===== config.mk =====
export PLATFORM = sky130hd
export DESIGN_NAME = circular_queue_fifo_unit
export DESIGN_NICKNAME = d
export VERILOG_FILES = /design/src/cqf_pkg.sv /design/src/cqf_ram.sv /design/src/cqf_ctrl.sv /design/src/cqf_dp.sv /design/src/circular_queue_fifo_unit.sv
export SDC_FILE = /design/constraint.sdc
export NUM_CORES = 2
export LEC_CHECK = 0
export BUFFER_PORTS_ARGS = -buffer_cell sky130_fd_sc_hd__buf_2
export CAP_MARGIN = 20
export CORE_UTILIZATION = 50
export CTS_CLUSTER_SIZE = 30
export DETAILED_ROUTE_END_ITERATION = 6
export GPL_ROUTABILITY_DRIVEN = 0
export PLACE_DENSITY_LB_ADDON = 0.2
export SETUP_SLACK_MARGIN = 0.05
export SYNTH_ARGS = -nofsm -noshare
export SYNTH_HDL_FRONTEND = slang
export SYNTH_SLANG_ARGS = --single-unit

===== constraint.sdc =====
create_clock -name i_clk -period 6.69 [get_ports i_clk]
set_input_delay 0.669 -clock i_clk [delete_from_list [all_inputs] [get_ports i_clk]]
set_output_delay 0.669 -clock i_clk [all_outputs]
set_load 0.005 [all_outputs]

===== src/cqf_pkg.sv =====
// Package for the circular queue FIFO: item structs, operation and status
// codes, and the command/status structs between controller and datapath.
// No dependencies.
package cqf_pkg;

    // Operation codes carried in the input item
    localparam logic [1:0] OP_ENQUEUE = 2'd0;
    localparam logic [1:0] OP_DEQUEUE = 2'd1;
    localparam logic [1:0] OP_CLEAR   = 2'd2;

    // Status codes carried in the result item
    localparam logic [1:0] ST_OK    = 2'd0;
    localparam logic [1:0] ST_FULL  = 2'd1;
    localparam logic [1:0] ST_EMPTY = 2'd2;

    localparam int unsigned WORD_W = 32;
    localparam int unsigned FILL_W = 7;

    typedef struct packed {
        logic [1:0]               operation;
        logic signed [WORD_W-1:0] push_value;
    } t_in_item;

    typedef struct packed {
        logic [1:0]               status;
        logic signed [WORD_W-1:0] pop_value;
        logic [FILL_W-1:0]        fill_count;
        logic                     is_empty;
        logic signed [WORD_W-1:0] head_word;
    } t_out_item;

    // Controller to datapath
    typedef struct packed {
        logic capture;    // latch the accepted input item
        logic execute;    // apply the operation to pointers and store
        logic load_head;  // take the store read data as the new head word
    } t_dp_cmd;

    // Datapath to controller
    typedef struct packed {
        logic need_read;  // the step moved the head onto a stored word
    } t_dp_stat;

endpackage


===== src/cqf_ram.sv =====
// Generic single-write, single-read RAM with registered read data.
// No dependencies.
module cqf_ram #(
    parameter int unsigned WIDTH = 32,
    parameter int unsigned DEPTH = 128
) (
    input  logic                     i_clk,
    input  logic                     i_we,
    input  logic [$clog2(DEPTH)-1:0] i_waddr,
    input  logic [WIDTH-1:0]         i_wdata,
    input  logic [$clog2(DEPTH)-1:0] i_raddr,
    output logic [WIDTH-1:0]         o_rdata
);

    logic [WIDTH-1:0] r_mem [DEPTH];
    logic [WIDTH-1:0] r_rdata;

    always_ff @(posedge i_clk) begin
        if (i_we) begin
            r_mem[i_waddr] <= i_wdata;
        end
        r_rdata <= r_mem[i_raddr];
    end

    assign o_rdata = r_rdata;

endmodule


===== src/cqf_ctrl.sv =====
// Controller state machine of the circular queue FIFO.
// Depends on cqf_pkg for the command and status structs.
module cqf_ctrl (
    input  logic              i_clk,
    input  logic              i_rst_n,
    input  logic              i_in_valid,
    output logic              o_in_ready,
    output logic              o_out_valid,
    input  logic              i_out_ready,
    output cqf_pkg::t_dp_cmd  o_cmd,
    input  cqf_pkg::t_dp_stat i_stat
);
    import cqf_pkg::*;

    typedef enum logic [3:0] {
        S_IDLE = 4'b0001,
        S_EXEC = 4'b0010,
        S_LOAD = 4'b0100,
        S_DONE = 4'b1000
    } t_state;

    t_state r_state;
    t_state n_state;

    always_comb begin
        n_state = r_state;
        case (r_state)
            S_IDLE: begin
                if (i_in_valid) begin
                    n_state = S_EXEC;
                end
            end
            S_EXEC: begin
                n_state = i_stat.need_read ? S_LOAD : S_DONE;
            end
            S_LOAD: begin
                n_state = S_DONE;
            end
            S_DONE: begin
                if (i_out_ready) begin
                    n_state = S_IDLE;
                end
            end
            default: begin
                n_state = S_IDLE;
            end
        endcase
    end

    always_ff @(posedge i_clk) begin
        if (!i_rst_n) begin
            r_state <= S_IDLE;
        end else begin
            r_state <= n_state;
        end
    end

    assign o_in_ready        = (r_state == S_IDLE);
    assign o_out_valid       = (r_state == S_DONE);
    assign o_cmd.capture     = (r_state == S_IDLE) && i_in_valid;
    assign o_cmd.execute     = (r_state == S_EXEC);
    assign o_cmd.load_head   = (r_state == S_LOAD);

    a_accept_starts_exec: assert property (@(posedge i_clk) disable iff (!i_rst_n)
        (i_in_valid && o_in_ready) |=> (r_state == S_EXEC))
        else $error("accepted item did not start execution");

    a_load_follows_exec: assert property (@(posedge i_clk) disable iff (!i_rst_n)
        (r_state == S_LOAD) |-> ($past(r_state) == S_EXEC))
        else $error("head load without preceding execute");

    a_read_only_from_exec: assert property (@(posedge i_clk) disable iff (!i_rst_n)
        (r_state == S_EXEC && !i_stat.need_read) |=> (r_state == S_DONE))
        else $error("execute without read did not finish");

endmodule


===== src/cqf_dp.sv =====
// Datapath of the circular queue FIFO: pointers, cached head word, slot
// store and the result register. Depends on cqf_pkg and cqf_ram.
module cqf_dp #(
    parameter int unsigned SLOTS = 128
) (
    input  logic               i_clk,
    input  logic               i_rst_n,
    input  cqf_pkg::t_in_item  i_item,
    input  cqf_pkg::t_dp_cmd   i_cmd,
    output cqf_pkg::t_dp_stat  o_stat,
    output cqf_pkg::t_out_item o_item
);
    import cqf_pkg::*;

    localparam int unsigned AW = $clog2(SLOTS);

    logic [1:0]        r_op;
    logic [WORD_W-1:0] r_val;
    logic [AW-1:0]     r_head;
    logic [AW-1:0]     n_head;
    logic [AW-1:0]     r_tail;
    logic [AW-1:0]     n_tail;
    logic [WORD_W-1:0] r_hw;     // word at head, valid while not empty
    logic [WORD_W-1:0] n_hw;
    t_out_item         r_res;
    t_out_item         n_res;

    logic              was_empty;
    logic              is_full;
    logic [AW-1:0]     tail_inc;
    logic [AW-1:0]     head_inc;
    logic [AW-1:0]     fill_raw;
    logic [AW+FILL_W-1:0] fill_ext;
    logic              now_empty;
    logic              ram_we;
    logic              need_read;
    logic [WORD_W-1:0] rd_data;
    logic [1:0]        st;
    logic [WORD_W-1:0] popped;

    assign tail_inc  = r_tail + 1'b1;
    assign head_inc  = r_head + 1'b1;
    assign was_empty = (r_head == r_tail);
    assign is_full   = (tail_inc == r_head);

    always_comb begin
        n_head    = r_head;
        n_tail    = r_tail;
        n_hw      = r_hw;
        st        = ST_OK;
        popped    = '0;
        ram_we    = 1'b0;
        need_read = 1'b0;
        case (r_op)
            OP_ENQUEUE: begin
                if (is_full) begin
                    st = ST_FULL;
                end else begin
                    ram_we = 1'b1;
                    n_tail = tail_inc;
                    if (was_empty) begin
                        n_hw = r_val;
                    end
                end
            end
            OP_DEQUEUE: begin
                if (was_empty) begin
                    st = ST_EMPTY;
                end else begin
                    popped    = r_hw;
                    n_head    = head_inc;
                    need_read = (head_inc != r_tail);
                end
            end
            OP_CLEAR: begin
                n_head = '0;
                n_tail = '0;
            end
            default: begin
                // unused selector: report the queue unchanged
            end
        endcase
    end

    assign now_empty = (n_head == n_tail);
    assign fill_raw  = n_tail - n_head;
    assign fill_ext  = {{FILL_W{1'b0}}, fill_raw};

    always_comb begin
        n_res            = r_res;
        n_res.status     = st;
        n_res.pop_value  = popped;
        n_res.fill_count = fill_ext[FILL_W-1:0];
        n_res.is_empty   = now_empty;
        n_res.head_word  = now_empty ? '0 : n_hw;
    end

    always_ff @(posedge i_clk) begin
        if (!i_rst_n) begin
            r_head <= '0;
            r_tail <= '0;
        end else if (i_cmd.execute) begin
            r_head <= n_head;
            r_tail <= n_tail;
        end
    end

    always_ff @(posedge i_clk) begin
        if (i_cmd.capture) begin
            r_op  <= i_item.operation;
            r_val <= i_item.push_value;
        end
        if (i_cmd.execute) begin
            r_hw  <= n_hw;
            r_res <= n_res;
        end else if (i_cmd.load_head) begin
            r_hw            <= rd_data;
            r_res.head_word <= rd_data;
        end
    end

    cqf_ram #(
        .WIDTH (WORD_W),
        .DEPTH (SLOTS)
    ) u_store (
        .i_clk   (i_clk),
        .i_we    (ram_we && i_cmd.execute),
        .i_waddr (r_tail),
        .i_wdata (r_val),
        .i_raddr (head_inc),
        .o_rdata (rd_data)
    );

    assign o_stat.need_read = need_read && i_cmd.execute;
    assign o_item           = r_res;

    a_enq_advances_tail: assert property (@(posedge i_clk) disable iff (!i_rst_n)
        (i_cmd.execute && r_op == OP_ENQUEUE && !is_full)
        |=> (r_tail == $past(tail_inc)))
        else $error("enqueue did not advance tail");

    a_full_keeps_pointers: assert property (@(posedge i_clk) disable iff (!i_rst_n)
        (i_cmd.execute && r_op == OP_ENQUEUE && is_full)
        |=> ($stable(r_tail) && $stable(r_head)))
        else $error("refused enqueue moved a pointer");

    a_deq_never_overtakes: assert property (@(posedge i_clk) disable iff (!i_rst_n)
        (i_cmd.execute && r_op == OP_DEQUEUE && was_empty) |=> $stable(r_head))
        else $error("dequeue on empty queue moved head");

endmodule


===== src/circular_queue_fifo_unit.sv =====
// Top level of the circular queue FIFO: controller plus datapath.
// Depends on cqf_pkg, cqf_ctrl, cqf_dp (and cqf_ram below it).
//
//   channel   direction  handshake                   payload
//   input     in         i_in_valid / o_in_ready     i_in_item  (t_in_item)
//   result    out        o_out_valid / i_out_ready   o_out_item (t_out_item)
//
// One item is in flight at a time. The result is valid once the item has
// been executed, or after a further head load for a dequeue that leaves words
// behind: the new head word then comes through the store's registered read
// port. The next item is taken in the cycle after its result is delivered.
// Reset (synchronous, active low) empties the queue; store contents are
// not cleared and are never read before written. A stalled result holds.
module circular_queue_fifo_unit #(
    parameter int unsigned SLOTS = 128
) (
    input  logic               i_clk,
    input  logic               i_rst_n,
    input  logic               i_in_valid,
    output logic               o_in_ready,
    input  cqf_pkg::t_in_item  i_in_item,
    output logic               o_out_valid,
    input  logic               i_out_ready,
    output cqf_pkg::t_out_item o_out_item
);
    import cqf_pkg::*;

    t_dp_cmd  cmd;
    t_dp_stat stat;

    // Sequence the item: capture, execute, optional head load, deliver
    cqf_ctrl u_ctrl (
        .i_clk       (i_clk),
        .i_rst_n     (i_rst_n),
        .i_in_valid  (i_in_valid),
        .o_in_ready  (o_in_ready),
        .o_out_valid (o_out_valid),
        .i_out_ready (i_out_ready),
        .o_cmd       (cmd),
        .i_stat      (stat)
    );

    // Hold pointers, the cached head word, the slot store and the result
    cqf_dp #(
        .SLOTS (SLOTS)
    ) u_dp (
        .i_clk   (i_clk),
        .i_rst_n (i_rst_n),
        .i_item  (i_in_item),
        .i_cmd   (cmd),
        .o_stat  (stat),
        .o_item  (o_out_item)
    );

    a_one_side_at_a_time: assert property (@(posedge i_clk) disable iff (!i_rst_n)
        !(o_in_ready && o_out_valid))
        else $error("input ready while a result is pending");

    a_refused_pop_is_zero: assert property (@(posedge i_clk) disable iff (!i_rst_n)
        (o_out_valid && o_out_item.status != ST_OK) |-> (o_out_item.pop_value == '0))
        else $error("refused item carries a popped word");

    a_empty_head_zero: assert property (@(posedge i_clk) disable iff (!i_rst_n)
        (o_out_valid && o_out_item.is_empty) |-> (o_out_item.head_word == '0))
        else $error("empty queue reports a head word");

endmodule


==> flow_metrics.env <==
export IMPL_swShare_pct=20.4
export IMPL_die_area_um2=333000
export IMPL_yosysWarnings=0
export IMPL_p_switching_mw=11.2
export IMPL_path_class="flip-flop to flip-flop"
export IMPL_startpoint="u_dp.r_tail[0]$_SDFFE_PN0N_"
export IMPL_r2r_slack_ns=1.31
export IMPL_cts_setup_buffers=0
export IMPL_wl_mm=462
export IMPL_max_stage_delay_ns=0.81
export IMPL_p_clk_share_pct=43.8
export IMPL_drv_cap=0
export IMPL_ys_seq_area_share_pct=77.5
export IMPL_num_vias=86291
export IMPL_drcViolationCount=0
export IMPL_final_nets=8690
export IMPL_p_comb_share_pct=2.0
export IMPL_synth_most_common_cell="edfxtp_1"
export IMPL_htree_levels=5
export IMPL_setup_violations=0
export IMPL_status="complete, no violations"
export IMPL_fin_tns_setup_ns=0
export IMPL_worstSkewPairLatency_ns=0.97
export IMPL_syn_avg_cell_area_um2=20.3
export IMPL_internal_power_mw=43.6
export IMPL_synthesis_nets=8197
export IMPL_post_drt_wl_per_cell_um=34.6
export IMPL_fmax_mhz=186
export IMPL_die_h_um=577
export IMPL_power_density_nw_per_um2=290
export IMPL_ys_top_cells_by_area="edfxtp_1, mux4_2, nand2_1"
export IMPL_instances_no_fill=13359
export IMPL_hp_class="input port to flip-flop"
export IMPL_ant_nets=0
export IMPL_start_util_pct=50.4
export IMPL_synth_enable_flop_cells=4236
export IMPL_cts_resized=0
export IMPL_skew_ns=0.0432
export IMPL_syn_cell_area_um2=165000
export IMPL_async_flop_share_pct=0
export IMPL_clockBufferDepth=4
export IMPL_port_buffers=113
export IMPL_crit_top_cell="buf_4"
export IMPL_cp_top_family="simple AND/OR/NAND/NOR gates"
export IMPL_path_clk_slew_ns=0.06
export IMPL_dp_cells=12517
export IMPL_first_global_vias=85701
export IMPL_finalHoldViolCount=0
export IMPL_dp_hpwl_mm=262
export IMPL_grt_pass1_wl_mm=651
export IMPL_crit_fanout=20
export IMPL_period_share_pct=80.4
export IMPL_power_ir_vdd_worst_mv=0.243
export IMPL_hp_start="i_out_ready"
export IMPL_first_pass_iters=6
export IMPL_crit_buf_inv=2
export IMPL_netlist_area_leader_share_pct=76.9
export IMPL_ios=114
export IMPL_ys_seq_elements=4286
export IMPL_syn_to_final_growth_pct=14.2
export IMPL_cp_slowest_cell="nand3_2"
export IMPL_grt_max_degree=130
export IMPL_relSlewSlack_pct=9.36
export IMPL_clock_sinks=4286
export IMPL_critical_path_required_ns=7.35
export IMPL_synthesis_instances=8147
export IMPL_cp_cell_sequence="ha_1, and3_1, a21oi_1, o2111ai_2, nor3_2, nand2b_1, nor3_1, nand3_2, buf_4, nor2_4, buf_4"
export IMPL_yosysTopAreaCell="edfxtp_1"
export IMPL_hold_path_cell_count=3
export IMPL_r2r_end="u_dp.u_store.r_mem[45][14]$_DFFE_PP_"
export IMPL_worstSetupEndpointType="flip-flop"
export IMPL_p_leak_nw=58.7
export IMPL_arrival_ns=6.04
export IMPL_postCtsHoldBufs=36
export IMPL_core_um2=328000
export IMPL_drt_iter0_drc=12030
export IMPL_gr_total_overflow=0
export IMPL_grt_usage_pct=27.7
export IMPL_post_drt_via_cell_ratio=6.46
export IMPL_cp_start_kind="flip-flop"
export IMPL_synthFlopType="edfxtp_1"
export IMPL_pre_cts_ws_ns=1.25
export IMPL_drive_gt1_share_pct=26.9
export IMPL_r2r_cells=11
export IMPL_num_rows=210
export IMPL_slew_viol_final=0
export IMPL_hold_end="u_ctrl.r_state[0]$_SDFFE_PN1P_"
export IMPL_reg2reg_from="u_dp.r_tail[0]$_SDFFE_PN0N_"
export IMPL_antenna_found_initial=28
export IMPL_finalCriticalPeriod_ns=5.38
export IMPL_timing_final_ws_setup_ns=1.31
export IMPL_p_seq_share_pct=54.2
export IMPL_die_x_um=577
export IMPL_final_core_util_pct=57.5
export IMPL_cts_inserted_buffers=422
export IMPL_clock_root_buffer="clkbuf_16"
export IMPL_synth_cell_types=62
export IMPL_synthTopCellsByCount="edfxtp_1, nand2_1, mux4_2, clkbuf_1, nand3_1"
export IMPL_cts_tree="done"
export IMPL_tightest_slew_ns=1.35
export IMPL_rsz0062_at_grt="false"
export IMPL_finalPower_mw=54.8
-- power by group through the flow --
stage | sequential [mW] | clock, mW | combinational, mW
after global routing | 29.7 | 25.2 | 1.15
final | 29.7 | 24.0 | 1.10
after CTS | 29.7 | 24.2 | 1.09
after floorplan | 30.5 | 0 | 0.212
after global placement | 30.3 | 0 | 1.04
after detailed placement | 30.3 | 0 | 1.08
-- layout by cell type (no fill, tap or decap), drive strengths merged, types with 35 or more instances in the layout --
master       netlist  routed
edfxtp          4236    4236
nand2           1150    1150
mux4            1024    1024
buf              184     519
clkbuf           310     510
nand3            273     273
a311oi           192     192
clkinv             0     189
nor2             161     161
and3             134     134
a31oi             65      65
a21oi             51      51
bufinv             0      50
dfxtp             50      50
o21ai             46      46
a211oi            37      37
dlygate4sd3        0      36
a21o              35      35
and2              35      35
-- registers in the layout, indices dropped and copies added (netlist names), named ones only --
signal / flops
u_dp.r_head: 7
u_dp.r_val: 32
u_dp.o_item: 74
u_dp.r_op: 2
u_dp.r_tail: 6
u_ctrl.r_state: 4
u_dp.u_store.o_rdata: 32
u_dp.r_hw: 32
u_dp.u_store.r_mem: 4096
-- stage by stage --
| stage | hold slack, ns | cell area (um^2) |
|---|---|---|
| after detailed placement | 0.499 | 174000 |
| after global routing | 0.143 | 189000 |
| final | 0.149 | 189000 |
| after CTS | 0.112 | 189000 |
| after global placement | 0.507 | 174000 |
| after floorplan | 0.475 | 165000 |
-- cell families (layout without fill, tap and decap cells) --
family / Yosys count / after routing / synth area share (%)
buffers and inverters: 510 / 1362 / 1.28
muxes: 1059 / 1059 / 14.2
AOI/OAI and AO/OA: 449 / 449 / 2.08
adders and majority gates: 12 / 12 / 0.0954
DFF: 4286 / 4286 / 77.5
other: 0 / 14 / 0
and+or+nand+nor: 1804 / 1804 / 4.66
xor gates and xnor gates: 27 / 27 / 0.148
-- worst max-delay path by stage --
| stage | end | slack, ns | cells after the start |
|---|---|---|---|
| after global placement | u_dp.u_store.o_rdata[15]$_DFF_P_ | 1.28 | 11 |
| after floorplan | u_ctrl.r_state[0]$_SDFFE_PN1P_ | 1.02 | 4 |
| final | u_dp.u_store.r_mem[45][14]$_DFFE_PP_ | 1.31 | 11 |
| after detailed placement | u_dp.u_store.o_rdata[15]$_DFF_P_ | 1.25 | 11 |
| after global routing | u_dp.u_store.r_mem[45][22]$_DFFE_PP_ | 1.13 | 11 |
| after CTS | u_dp.u_store.o_rdata[15]$_DFF_P_ | 1.21 | 11 |
-- worst reg2reg max path: stages, from the launching register on --
cell       delay [ns]
dfxtp_1          0.70
ha_1             0.40
and3_1           0.26
a21oi_1          0.10
o2111ai_2        0.29
nor3_2           0.18
nand2b_1         0.33
nor3_1           0.34
nand3_2          0.81
buf_4            0.56
nor2_4           0.79
buf_4            0.34
-- metal layers --
layer | vias up | share of wire, % | GRT usage, %
met3 | 661 | 9.9 | 5.56
met5 | - | 0.012 | 0
met2 | 4929 | 47 | 43.7
met4 | 8 | 3.6 | 9.17
li1 | 34348 | - | -
met1 | 46345 | 39 | 39.2
-- area by class of cell --
type	count	area, um^2
Fill cell	23700	139000
Sequential cell	4286	128000
Multi-Input combinational cell	3351	36300
Clock buffer	503	11100
Tap cell	4346	5440
Timing Repair Buffer	563	4760
Clock inverter	280	2870
Inverter	16	62.6
Antenna cell	14	35.0
(Power assumes the default switching activity.)
